$ cat src/sv/sha256_pkg.sv
`default_nettype none

package sha256_pkg;

   localparam int unsigned WORD_W    = 32;
   localparam int unsigned HASH_N    = 8;
   localparam int unsigned SCHED_N   = 16;
   localparam int unsigned ROUND_N   = 64;
   localparam int unsigned ROUND_W   = $clog2(ROUND_N);
   localparam int unsigned COUNT_W   = $clog2(SCHED_N);
   localparam int unsigned INDEX_W   = $clog2(HASH_N);

   localparam logic [COUNT_W-1:0] LAST_WORD  = COUNT_W'(SCHED_N - 1);
   localparam logic [ROUND_W-1:0] LAST_ROUND = ROUND_W'(ROUND_N - 1);
   localparam logic [INDEX_W-1:0] LAST_INDEX = INDEX_W'(HASH_N - 1);

   // element [0] is H0
   localparam logic [HASH_N-1:0][WORD_W-1:0] INIT_HASH = {
      32'h5BE0CD19, 32'h1F83D9AB, 32'h9B05688C, 32'h510E527F,
      32'hA54FF53A, 32'h3C6EF372, 32'hBB67AE85, 32'h6A09E667
   };

   localparam logic [WORD_W-1:0] ROUND_K [ROUND_N] = '{
      32'h428a2f98, 32'h71374491, 32'hb5c0fbcf, 32'he9b5dba5,
      32'h3956c25b, 32'h59f111f1, 32'h923f82a4, 32'hab1c5ed5,
      32'hd807aa98, 32'h12835b01, 32'h243185be, 32'h550c7dc3,
      32'h72be5d74, 32'h80deb1fe, 32'h9bdc06a7, 32'hc19bf174,
      32'he49b69c1, 32'hefbe4786, 32'h0fc19dc6, 32'h240ca1cc,
      32'h2de92c6f, 32'h4a7484aa, 32'h5cb0a9dc, 32'h76f988da,
      32'h983e5152, 32'ha831c66d, 32'hb00327c8, 32'hbf597fc7,
      32'hc6e00bf3, 32'hd5a79147, 32'h06ca6351, 32'h14292967,
      32'h27b70a85, 32'h2e1b2138, 32'h4d2c6dfc, 32'h53380d13,
      32'h650a7354, 32'h766a0abb, 32'h81c2c92e, 32'h92722c85,
      32'ha2bfe8a1, 32'ha81a664b, 32'hc24b8b70, 32'hc76c51a3,
      32'hd192e819, 32'hd6990624, 32'hf40e3585, 32'h106aa070,
      32'h19a4c116, 32'h1e376c08, 32'h2748774c, 32'h34b0bcb5,
      32'h391c0cb3, 32'h4ed8aa4a, 32'h5b9cca4f, 32'h682e6ff3,
      32'h748f82ee, 32'h78a5636f, 32'h84c87814, 32'h8cc70208,
      32'h90befffa, 32'ha4506ceb, 32'hbef9a3f7, 32'hc67178f2
   };

   typedef enum logic [1:0] {
      ST_IDLE,
      ST_ROUND,
      ST_UPDATE,
      ST_DIGEST
   } state_type;

   typedef struct packed {
      logic [WORD_W-1:0] message_word;
      logic              first_word;
      logic              final_block;
   } req_type;

   typedef struct packed {
      logic [WORD_W-1:0]  digest_word;
      logic [INDEX_W-1:0] digest_index;
      logic               digest_last;
   } rsp_type;

   typedef struct packed {
      logic               shift_word;
      logic               load_vars;
      logic               round_en;
      logic [ROUND_W-1:0] round_idx;
   } round_ctrl_type;

   function automatic logic [WORD_W-1:0] big_sigma0(input logic [WORD_W-1:0] x);
      return {x[1:0], x[31:2]} ^ {x[12:0], x[31:13]} ^ {x[21:0], x[31:22]};
   endfunction

   function automatic logic [WORD_W-1:0] big_sigma1(input logic [WORD_W-1:0] x);
      return {x[5:0], x[31:6]} ^ {x[10:0], x[31:11]} ^ {x[24:0], x[31:25]};
   endfunction

   function automatic logic [WORD_W-1:0] small_sigma0(input logic [WORD_W-1:0] x);
      return {x[6:0], x[31:7]} ^ {x[17:0], x[31:18]} ^ {3'b000, x[31:3]};
   endfunction

   function automatic logic [WORD_W-1:0] small_sigma1(input logic [WORD_W-1:0] x);
      return {x[16:0], x[31:17]} ^ {x[18:0], x[31:19]} ^ {10'b0, x[31:10]};
   endfunction

endpackage

`default_nettype wire

$ cat src/sv/sha256_compression_core.sv
// channel  | ports                            | carries
// ---------+----------------------------------+----------------------------------
// request  | req_valid, req_stall, req_payload | message word, first, final flags
// response | rsp_valid, rsp_stall, rsp_payload | digest word, index, last flag
//
// Words are taken while req_stall is low; the sixteenth word of a block starts
// the rounds on the shared round unit, followed by a hash update state. A final
// block then sends 8 digest beats, one per unstalled cycle. req_stall is high
// from the sixteenth word until the hash update is done, or until the digest is
// out for a final block. Reset loads the initial hash and clears the word count.
`default_nettype none

module sha256_compression_core (
   input  wire logic                clock,
   input  wire logic                reset,
   input  wire logic                req_valid,
   output logic                     req_stall,
   input  wire sha256_pkg::req_type req_payload,
   output logic                     rsp_valid,
   input  wire logic                rsp_stall,
   output sha256_pkg::rsp_type      rsp_payload
);

   sha256_pkg::state_type state_ff, state_in;

   logic [sha256_pkg::COUNT_W-1:0] count_ff, count_in;
   logic [sha256_pkg::ROUND_W-1:0] round_ff, round_in;
   logic [sha256_pkg::INDEX_W-1:0] idx_ff, idx_in;
   logic                           final_ff, final_in;
   logic [sha256_pkg::HASH_N-1:0][sha256_pkg::WORD_W-1:0] hash_ff, hash_in;
   logic [sha256_pkg::HASH_N-1:0][sha256_pkg::WORD_W-1:0] vars;

   logic                           req_accept;
   logic [sha256_pkg::COUNT_W-1:0] count_eff;
   logic                           block_done;
   sha256_pkg::round_ctrl_type     ctrl;

   assign req_accept = req_valid && !req_stall;
   assign count_eff  = req_payload.first_word ? '0 : count_ff;
   assign block_done = req_accept && (count_eff == sha256_pkg::LAST_WORD);

   // next state
   always_comb begin
      state_in = state_ff;
      case (state_ff)
         sha256_pkg::ST_IDLE: begin
            if (block_done) state_in = sha256_pkg::ST_ROUND;
         end
         sha256_pkg::ST_ROUND: begin
            if (round_ff == sha256_pkg::LAST_ROUND) state_in = sha256_pkg::ST_UPDATE;
         end
         sha256_pkg::ST_UPDATE: begin
            state_in = final_ff ? sha256_pkg::ST_DIGEST : sha256_pkg::ST_IDLE;
         end
         sha256_pkg::ST_DIGEST: begin
            if (!rsp_stall && (idx_ff == sha256_pkg::LAST_INDEX)) state_in = sha256_pkg::ST_IDLE;
         end
         default: state_in = sha256_pkg::ST_IDLE;
      endcase
   end

   // outputs
   always_comb begin
      req_stall      = (state_ff != sha256_pkg::ST_IDLE);
      rsp_valid      = (state_ff == sha256_pkg::ST_DIGEST);
      ctrl.shift_word = req_accept;
      ctrl.load_vars  = block_done;
      ctrl.round_en   = (state_ff == sha256_pkg::ST_ROUND);
      ctrl.round_idx  = round_ff;
   end

   always_comb begin
      count_in = count_ff;
      round_in = '0;
      idx_in   = idx_ff;
      final_in = final_ff;
      hash_in  = hash_ff;
      if (req_accept) begin
         count_in = block_done ? '0 : count_eff + sha256_pkg::COUNT_W'(1);
         if (req_payload.first_word) hash_in = sha256_pkg::INIT_HASH;
      end
      if (block_done) final_in = req_payload.final_block;
      if (state_ff == sha256_pkg::ST_ROUND) round_in = round_ff + sha256_pkg::ROUND_W'(1);
      if (state_ff == sha256_pkg::ST_UPDATE) begin
         idx_in = '0;
         for (int i = 0; i < sha256_pkg::HASH_N; i++) begin
            hash_in[i] = hash_ff[i] + vars[i];
         end
      end
      if (rsp_valid && !rsp_stall) idx_in = idx_ff + sha256_pkg::INDEX_W'(1);
   end

   always_ff @(posedge clock) begin
      if (reset) begin
         state_ff <= sha256_pkg::ST_IDLE;
         count_ff <= '0;
         round_ff <= '0;
         idx_ff   <= '0;
         final_ff <= 1'b0;
         hash_ff  <= sha256_pkg::INIT_HASH;
      end else begin
         state_ff <= state_in;
         count_ff <= count_in;
         round_ff <= round_in;
         idx_ff   <= idx_in;
         final_ff <= final_in;
         hash_ff  <= hash_in;
      end
   end

   sha256_round u_round (
      .clock (clock),
      .ctrl  (ctrl),
      .word  (req_payload.message_word),
      .hash  (hash_ff),
      .vars  (vars)
   );

   always_comb begin
      rsp_payload.digest_word  = hash_ff[idx_ff];
      rsp_payload.digest_index = idx_ff;
      rsp_payload.digest_last  = (idx_ff == sha256_pkg::LAST_INDEX);
   end

endmodule

`default_nettype wire

$ cat src/sv/sha256_round.sv
`default_nettype none

module sha256_round (
   input  wire logic                                                 clock,
   input  wire sha256_pkg::round_ctrl_type                           ctrl,
   input  wire logic [sha256_pkg::WORD_W-1:0]                        word,
   input  wire logic [sha256_pkg::HASH_N-1:0][sha256_pkg::WORD_W-1:0] hash,
   output logic      [sha256_pkg::HASH_N-1:0][sha256_pkg::WORD_W-1:0] vars
);

   // sched_ff[0] is the oldest word of the 16-word window
   logic [sha256_pkg::SCHED_N-1:0][sha256_pkg::WORD_W-1:0] sched_ff, sched_in;
   logic [sha256_pkg::HASH_N-1:0][sha256_pkg::WORD_W-1:0]  vars_ff, vars_in;

   logic [sha256_pkg::WORD_W-1:0] expand;
   logic [sha256_pkg::WORD_W-1:0] wt;
   logic [sha256_pkg::WORD_W-1:0] ch;
   logic [sha256_pkg::WORD_W-1:0] maj;
   logic [sha256_pkg::WORD_W-1:0] t1;
   logic [sha256_pkg::WORD_W-1:0] t2;

   always_comb begin
      expand = sched_ff[0] + sha256_pkg::small_sigma0(sched_ff[1]) + sched_ff[9]
             + sha256_pkg::small_sigma1(sched_ff[14]);
      wt  = (ctrl.round_idx[sha256_pkg::ROUND_W-1:sha256_pkg::COUNT_W] == '0)
            ? sched_ff[0] : expand;
      ch  = (vars_ff[4] & vars_ff[5]) ^ (~vars_ff[4] & vars_ff[6]);
      maj = (vars_ff[0] & vars_ff[1]) ^ (vars_ff[0] & vars_ff[2]) ^ (vars_ff[1] & vars_ff[2]);
      t1  = vars_ff[7] + sha256_pkg::big_sigma1(vars_ff[4]) + ch
          + sha256_pkg::ROUND_K[ctrl.round_idx] + wt;
      t2  = sha256_pkg::big_sigma0(vars_ff[0]) + maj;
   end

   always_comb begin
      sched_in = sched_ff;
      vars_in  = vars_ff;
      if (ctrl.shift_word) begin
         sched_in = {word, sched_ff[sha256_pkg::SCHED_N-1:1]};
      end else if (ctrl.round_en) begin
         sched_in = {wt, sched_ff[sha256_pkg::SCHED_N-1:1]};
      end
      if (ctrl.load_vars) begin
         vars_in = hash;
      end else if (ctrl.round_en) begin
         vars_in[7] = vars_ff[6];
         vars_in[6] = vars_ff[5];
         vars_in[5] = vars_ff[4];
         vars_in[4] = vars_ff[3] + t1;
         vars_in[3] = vars_ff[2];
         vars_in[2] = vars_ff[1];
         vars_in[1] = vars_ff[0];
         vars_in[0] = t1 + t2;
      end
   end

   always_ff @(posedge clock) begin
      sched_ff <= sched_in;
      vars_ff  <= vars_in;
   end

   assign vars = vars_ff;

endmodule

`default_nettype wire

$ cat config.mk
export PLATFORM = sky130hd
export DESIGN_NAME = sha256_compression_core
export DESIGN_NICKNAME = d
export VERILOG_FILES = /design/src/sv/sha256_pkg.sv /design/src/sv/sha256_compression_core.sv /design/src/sv/sha256_round.sv
export SDC_FILE = /design/constraint.sdc
export NUM_CORES = 2
export LEC_CHECK = 0
export BUFFER_PORTS_ARGS = -buffer_cell sky130_fd_sc_hd__buf_4
export CAP_MARGIN = 20
export CORE_MARGIN = 8
export CORE_UTILIZATION = 60
export CTS_BUF_LIST = sky130_fd_sc_hd__clkbuf_4 sky130_fd_sc_hd__clkbuf_8
export CTS_CLUSTER_DIAMETER = 40
export DETAILED_ROUTE_END_ITERATION = 16
export PLACE_DENSITY = 0.76
export SLEW_MARGIN = 0
export SYNTH_ARGS = -nofsm -noshare
export SYNTH_HDL_FRONTEND = slang
export SYNTH_SLANG_ARGS = --single-unit
$ cat constraint.sdc
create_clock -name clock -period 21.4 [get_ports clock]
set_clock_uncertainty 0.2 [all_clocks]
set_input_delay 0 -clock clock [delete_from_list [all_inputs] [get_ports clock]]
set_output_delay 0 -clock clock [all_outputs]
set_load 0.01 [all_outputs]
Word-level counts from Yosys, hierarchy flattened

Memory sizes are Yosys's and may differ from the RTL's.
Index checks and enable logic that the tools add are counted.
Widths: inputs -> output; s select.

Register bits: 1040
Bits in read-only memories: 2048
Output and inout bits: 38
Word-level logic and storage cells: 127
Memories kept: 1

Add/sub/neg operators: 21
Order comparisons: 2
Equality and inequality tests: 9
Mux-type cells: 21
Bitwise operators: 19
Reduce and logical (&&, ||, !) cells: 17

Memory list:

| memory          | words | bits a word | rd ports | clocked after Yosys merged registers in | wr ports | line               | RTL |
|---|---|---|---|---|---|---|---|
| (no name shown) | 64    | 32          | 1        | 0                                       | 0        | sha256_round.sv:30 | `+ sha256_pkg::ROUND_K[ctrl.round_idx] + wt;` |

Operators by type and width:

| operator            | count |
|---|---|
| $mux 256            | 5 |
| $mux 512            | 2 |
| $add 32x32->32      | 18 |
| $xor 32x32->32      | 9 |
| $and 32x32->32      | 5 |
| $mux 32             | 4 |
| $bmux 32 s3         | 1 |
| $not 32->32         | 1 |
| $xor 32x22->32      | 1 |
| $xor 32x29->32      | 1 |
| $reduce_bool 2->1   | 6 |
| $mux 2              | 4 |
| $mux 4              | 2 |
| $pmux 2 s4          | 1 |
| $ge 7x7->1 const B  | 1 |
| $not 6->7           | 1 |
| $add 6x1->6 const B | 1 |
| $eq 6x6->1 const B  | 1 |
| $mux 3              | 2 |
| $add 4x1->4 const B | 1 |
| $eq 2x2->1 const B  | 2 |
| $eq 4x4->1 const B  | 1 |
| $logic_and 1x1->1   | 4 |
| $logic_not 2->1     | 2 |
| 11 further kinds    | 13 |

Depth between registers and ports, before layout

Depth in word-level cells: 10
Mapped depth: 45

Hierarchy

A second synthesis with hierarchy kept.

Cell total of the unflattened synthesis: 6044
Area total of the unflattened synthesis: 66042.1 sq um

Modules (own cells, without submodules):

| module                  | times used | cells an instance | area each (sq um) | seq. area each (sq um) |
|---|---|---|---|---|
| sha256_round            | 1          | 3319              | 43140.1           | 23062.1 |
| sha256_compression_core | 1          | 2725              | 22902.0           | 5445.2 |

Worst setup path before layout

OpenSTA, ideal clock, no wires.

Kind: register to register
Start: register state_ff[0]
End: register u_round.sched_ff[0] (netlist bit) (enable)
Setup time: 1.398 ns
Data arrival time: 21.856 ns
Data required time: 19.802 ns
Path slack: -2.054 ns
Cell stages (with the launch flop): 4
Buffers on the path: 1
Period minus slack after synthesis: 23.454 ns
Cell sequence: dfxtp_1 -> clkbuf_1 -> nor2_1 -> nor2_1

Cells in the longest elaborated chain, start to end: 4
Elaborated cells between the ends (all ways): 5
Classes of those cells: 1 x eq/ne; 4 x reduce/logical

RTL lines:

| what                                 | line                           | RTL |
|---|---|---|
| start, declared                      | sha256_compression_core.sv:24  | `sha256_pkg::state_type state_ff, state_in;` |
| start signal, assigned               | sha256_compression_core.sv:95  | `state_ff <= sha256_pkg::ST_IDLE;` |
| start signal, assigned               | sha256_compression_core.sv:102 | `state_ff <= state_in;` |
| $reduce_bool 2->1                    | sha256_compression_core.sv:64  | `req_stall = (state_ff != sha256_pkg::ST_IDLE);` |
| $logic_not 1->1                      | sha256_compression_core.sv:38  | `assign req_accept = req_valid && !req_stall;` |
| $logic_and 1x1->1                    | sha256_compression_core.sv:38  |  |
| $reduce_bool 2->1 (no source line) * | -                              |  |
| end signal, assigned                 | sha256_round.sv:57             | `sched_ff <= sched_in;` |
| end, declared                        | sha256_round.sv:12             | `logic [sha256_pkg::SCHED_N-1:0][sha256_pkg::WORD_W-1:0] sched_ff, sched_in;` |

Every way passes the cells marked *; elsewhere a longest branch is shown, timed or not.
A chain may end at the register's enable or synchronous reset.

==> flow_metrics.py <==
metrics = {
    "clock_network": {
        "cts_buffers": 188,
        "cts.clk_slew.worst_paths_ns": 0.06,
        "cts_sinks": 1040,
        "clockRootBuffer": "clkbuf_8",
        "cts_tree": "built",
        "cts_max_path_buffers": 3,
        "cts_resized": 0,
        "insertion_delay_ns": 0.95,
        "htree_num_levels": 4,
    },
    "global_route": {
        "grt_max_degree": 172,
        "antenna_found_initial": 6,
        "grt_overflow": 0,
        "grt_pass1_vias": 49400,
        "grt_pass1_wl_um": 305000,
        "grt_util_all_layers_pct": 33.1,
    },
    "logic_synthesis": {
        "ys_seq_area_share_pct": 43.4,
        "avgSynthCellArea_sq_um": 10.2,
        "synth_warnings": 0,
        "async_flop_share_pct": 0,
        "synth_edf_count": 768,
        "netlist_area_sq_mm": 0.0656,
        "syn_nets": 7082,
        "synthCells": 6443,
        "ys_types": 105,
        "ys_ff_latch": 1040,
        "synth_top_flop_cell": "edfxtp_1",
    },
    "sta": {
        "fmax_ghz": 0.0925,
        "period_share_pct": 50.5,
        "worstMarginPinSlew_ns": 1.17,
        "period_minus_slack_ns": 10.81,
        "fin_setup_tns_ns": 0,
        "slew_viol_final": 0,
        "grt_setup_unrepaired": "no",
        "slew_headroom_pct": 20.0,
        "hold_viol": 0,
        "fin_ws_ns": 10.59,
        "setup_violations": 0,
    },
    "critical_path": {
        "worstPathRequired_ns": 21.83,
        "max_stage_delay_ns": 0.54,
        "path_class": "flop to flop",
        "endpoint_kind": "flop",
        "r2r_start": "u_round.sched_ff[468]",
        "slowest_stage": "o31ai_1",
        "reg2reg_to": "u_round.vars[31]",
        "cp_max_fo": 7,
        "startpoint_type": "flop",
        "reg2reg_depth": 39,
        "path_common_cell": "fa_1",
        "reg2reg_slack_ns": 10.59,
        "crit_arrival_ns": 11.23,
    },
    "power_and_ir_drop": {
        "irDropWorstVdd_mv": 0.0542,
        "p_per_area_mw_per_mm2": 73.8,
        "combinationalPowerShare_pct": 19.0,
        "p_int_uw": 3780,
        "pwr-share-clk_pct": 38.2,
        "switching_power_uw": 1570,
        "swShare_pct": 29.3,
        "p_seq_share_pct": 42.8,
        "leakage_uw": 0.0290,
    },
    "hold_path": {
        "min_path_cells": 6,
        "holdCritStartpoint": "req_payload[1]",
        "hold_end": "count_ff[1]",
        "min_path_type": "input port to flop",
    },
    "placement": {
        "placed_area_sq_mm": 0.0674,
        "post-dp-hpwl_um": 147000,
        "place_congestion": 1.01,
        "pre_cts_ws_ns": 10.75,
        "dp.cells": 7701,
        "place.port_buffers": 75,
    },
    "route": {
        "vias_per_cell": 6.24,
        "dr.pass1.iters": 6,
        "wl_um": 203000,
        "avgRoutedWirePerCell_um": 25.0,
        "drc": 0,
        "ant_nets": 0,
        "drt-initial-drc-count": 5515,
        "vias": 50700,
    },
    "floorplan": {
        "row_count": 121,
        "core_sq_mm": 0.109,
        "start_util_pct": 60.4,
        "ioPinCount": 76,
        "dieArea_sq_mm": 0.120,
        "die_h_um": 347,
        "die_x_um": 347,
    },
    "final_layout": {
        "multiInputGateArea_sq_mm": 0.0345,
        "layout-drive-gt1-share_pct": 9.89,
        "area_delta_synth_final_pct": 10.3,
        "register_area_sq_mm": 0.0285,
        "fin_util_pct": 66.6,
        "final_cells": 8133,
        "fill_cells": 8330,
        "design_area_sq_mm": 0.0724,
        "fin_nets": 7203,
    },
    "status": {
        "status": "finished, final reports clean",
    },
    "job": {
        "drv_cap": 0,
    },
}
==> sequential cells by signal (all words and copies together), names as in the netlist <==
name	cells
count_ff	4
u_round.sched_ff	512
state_ff	2
u_round.vars	256
round_ff	6
hash_ff	256
final_ff	1
idx_ff	3
==> Yosys cell counts, types with 66 or more instances <==
library cell,n,area [sq um]
edfxtp_1,768,23100
nor2_1,405,1520
nand2b_1,145,907
nand2_1,891,3340
a21o_1,205,1540
mux4_2,71,1600
dfxtp_1,272,5450
o21ai_0,322,1610
a21oi_1,444,2220
ha_1,404,5050
o22ai_1,95,594
inv_1,407,1530
xnor2_1,382,3350
clkbuf_1,263,987
mux2_2,66,743
nor3_1,81,405
xor2_1,187,1640
fa_1,197,3940
==> power groups by stage <==
stage               logic [uW]  registers (uW)  clock network [uW]
floorplan                  742            2320                   0
global placement           966            2320                   0
detailed placement         974            2320                   0
CTS                        997            2280                2060
global route              1120            2290                2150
finish                    1020            2280                2040
==> critical path, delay by kind of cell (launching register included) <==
family | cells | cell delay, ns
fa+ha+maj | 8 | 3.36
flops | 1 | 0.48
compound gates | 17 | 4.39
simple gates | 5 | 0.44
buf+inv | 3 | 0.20
xor+xnor | 6 | 1.40
==> logic make-up after synthesis <==
logic type | share of synthesized area, %
fa+ha+maj | 13.8
compound gates | 15.3
flops | 43.4
buf+inv | 4.08
simple gates | 12.0
xor+xnor | 7.59
mux | 3.83
==> how the worst max path moves through the flow <==
stage	startpoint	end	slack (ns)	cells past startpoint
after floorplan	state_ff[0]	u_round.sched_ff[0]	6.64	3
after global placement	u_round.sched_ff[459]	u_round.vars[31]	10.82	39
after detailed placement	u_round.sched_ff[459]	u_round.vars[31]	10.75	39
after CTS	u_round.sched_ff[51]	u_round.vars[31]	10.72	39
after global routing	u_round.sched_ff[459]	u_round.vars[30]	9.96	40
final	u_round.sched_ff[468]	u_round.vars[31]	10.59	39
==> cells in the final DEF, fill, tap and decap left out, drive strengths merged, types with 17 or more instances in the layout <==
cell type    instances
mux2                66
o21ai              354
or3                 23
inv                422
buf                140
nor2b               46
nand3               64
nand4               23
or2                 17
mux2i               17
dlygate4sd3         85
a2111oi             17
dfxtp              272
a21o               207
o22ai               95
and3                26
a311oi              18
a31oi               45
nor3                82
xor2               187
a22oi               65
nand2b             145
xnor2              382
ha                 404
a21oi              445
mux4                71
edfxtp             768
clkbuf             250
nor2               405
a211oi              49
o211ai              25
nand2              891
fa                 197
clkinv              57
o21bai              56
o21a                61
==> per-stage QoR <==
step           hold slack [ns]  power [uW]
3_5_place_dp            0.0729        3300
4_1_cts                 0.0125        5340
3_3_place_gp            0.0658        3290
2_1_floorplan          -0.0640        3060
5_1_grt                  0.101        5560
6_report                0.0557        5340
==> routing by layer <==
layer | routed length, um | vias to the layer above | global-route usage [%] | share of wire, %
met5 | 0 | - | 0 | 0
met4 | 12100 | 0 | 17.6 | 6.0
met3 | 17700 | 516 | 6.22 | 8.7
met2 | 95100 | 2509 | 53.8 | 47
met1 | 78500 | 24500 | 42.1 | 39
li1 | - | 23200 | - | -
==> what timing repair did <==
item | CTS | global route
hold buffers | 85 | 0
hold endpoints to repair | 412 | 0
setup buffers | 0 | 0
==> layout make-up <==
cell class                 instances  area share (%)
inverter                         408            2.12
multi-input combinational       4701            47.7
tap                             1414            2.44
clock buffer                     250            4.30
timing repair buffer             225            2.72
clock inverter                    93            1.33
antenna                            2         0.00691
sequential                      1040            39.4
No activity file was read; power rests on OpenSTA's default activity.
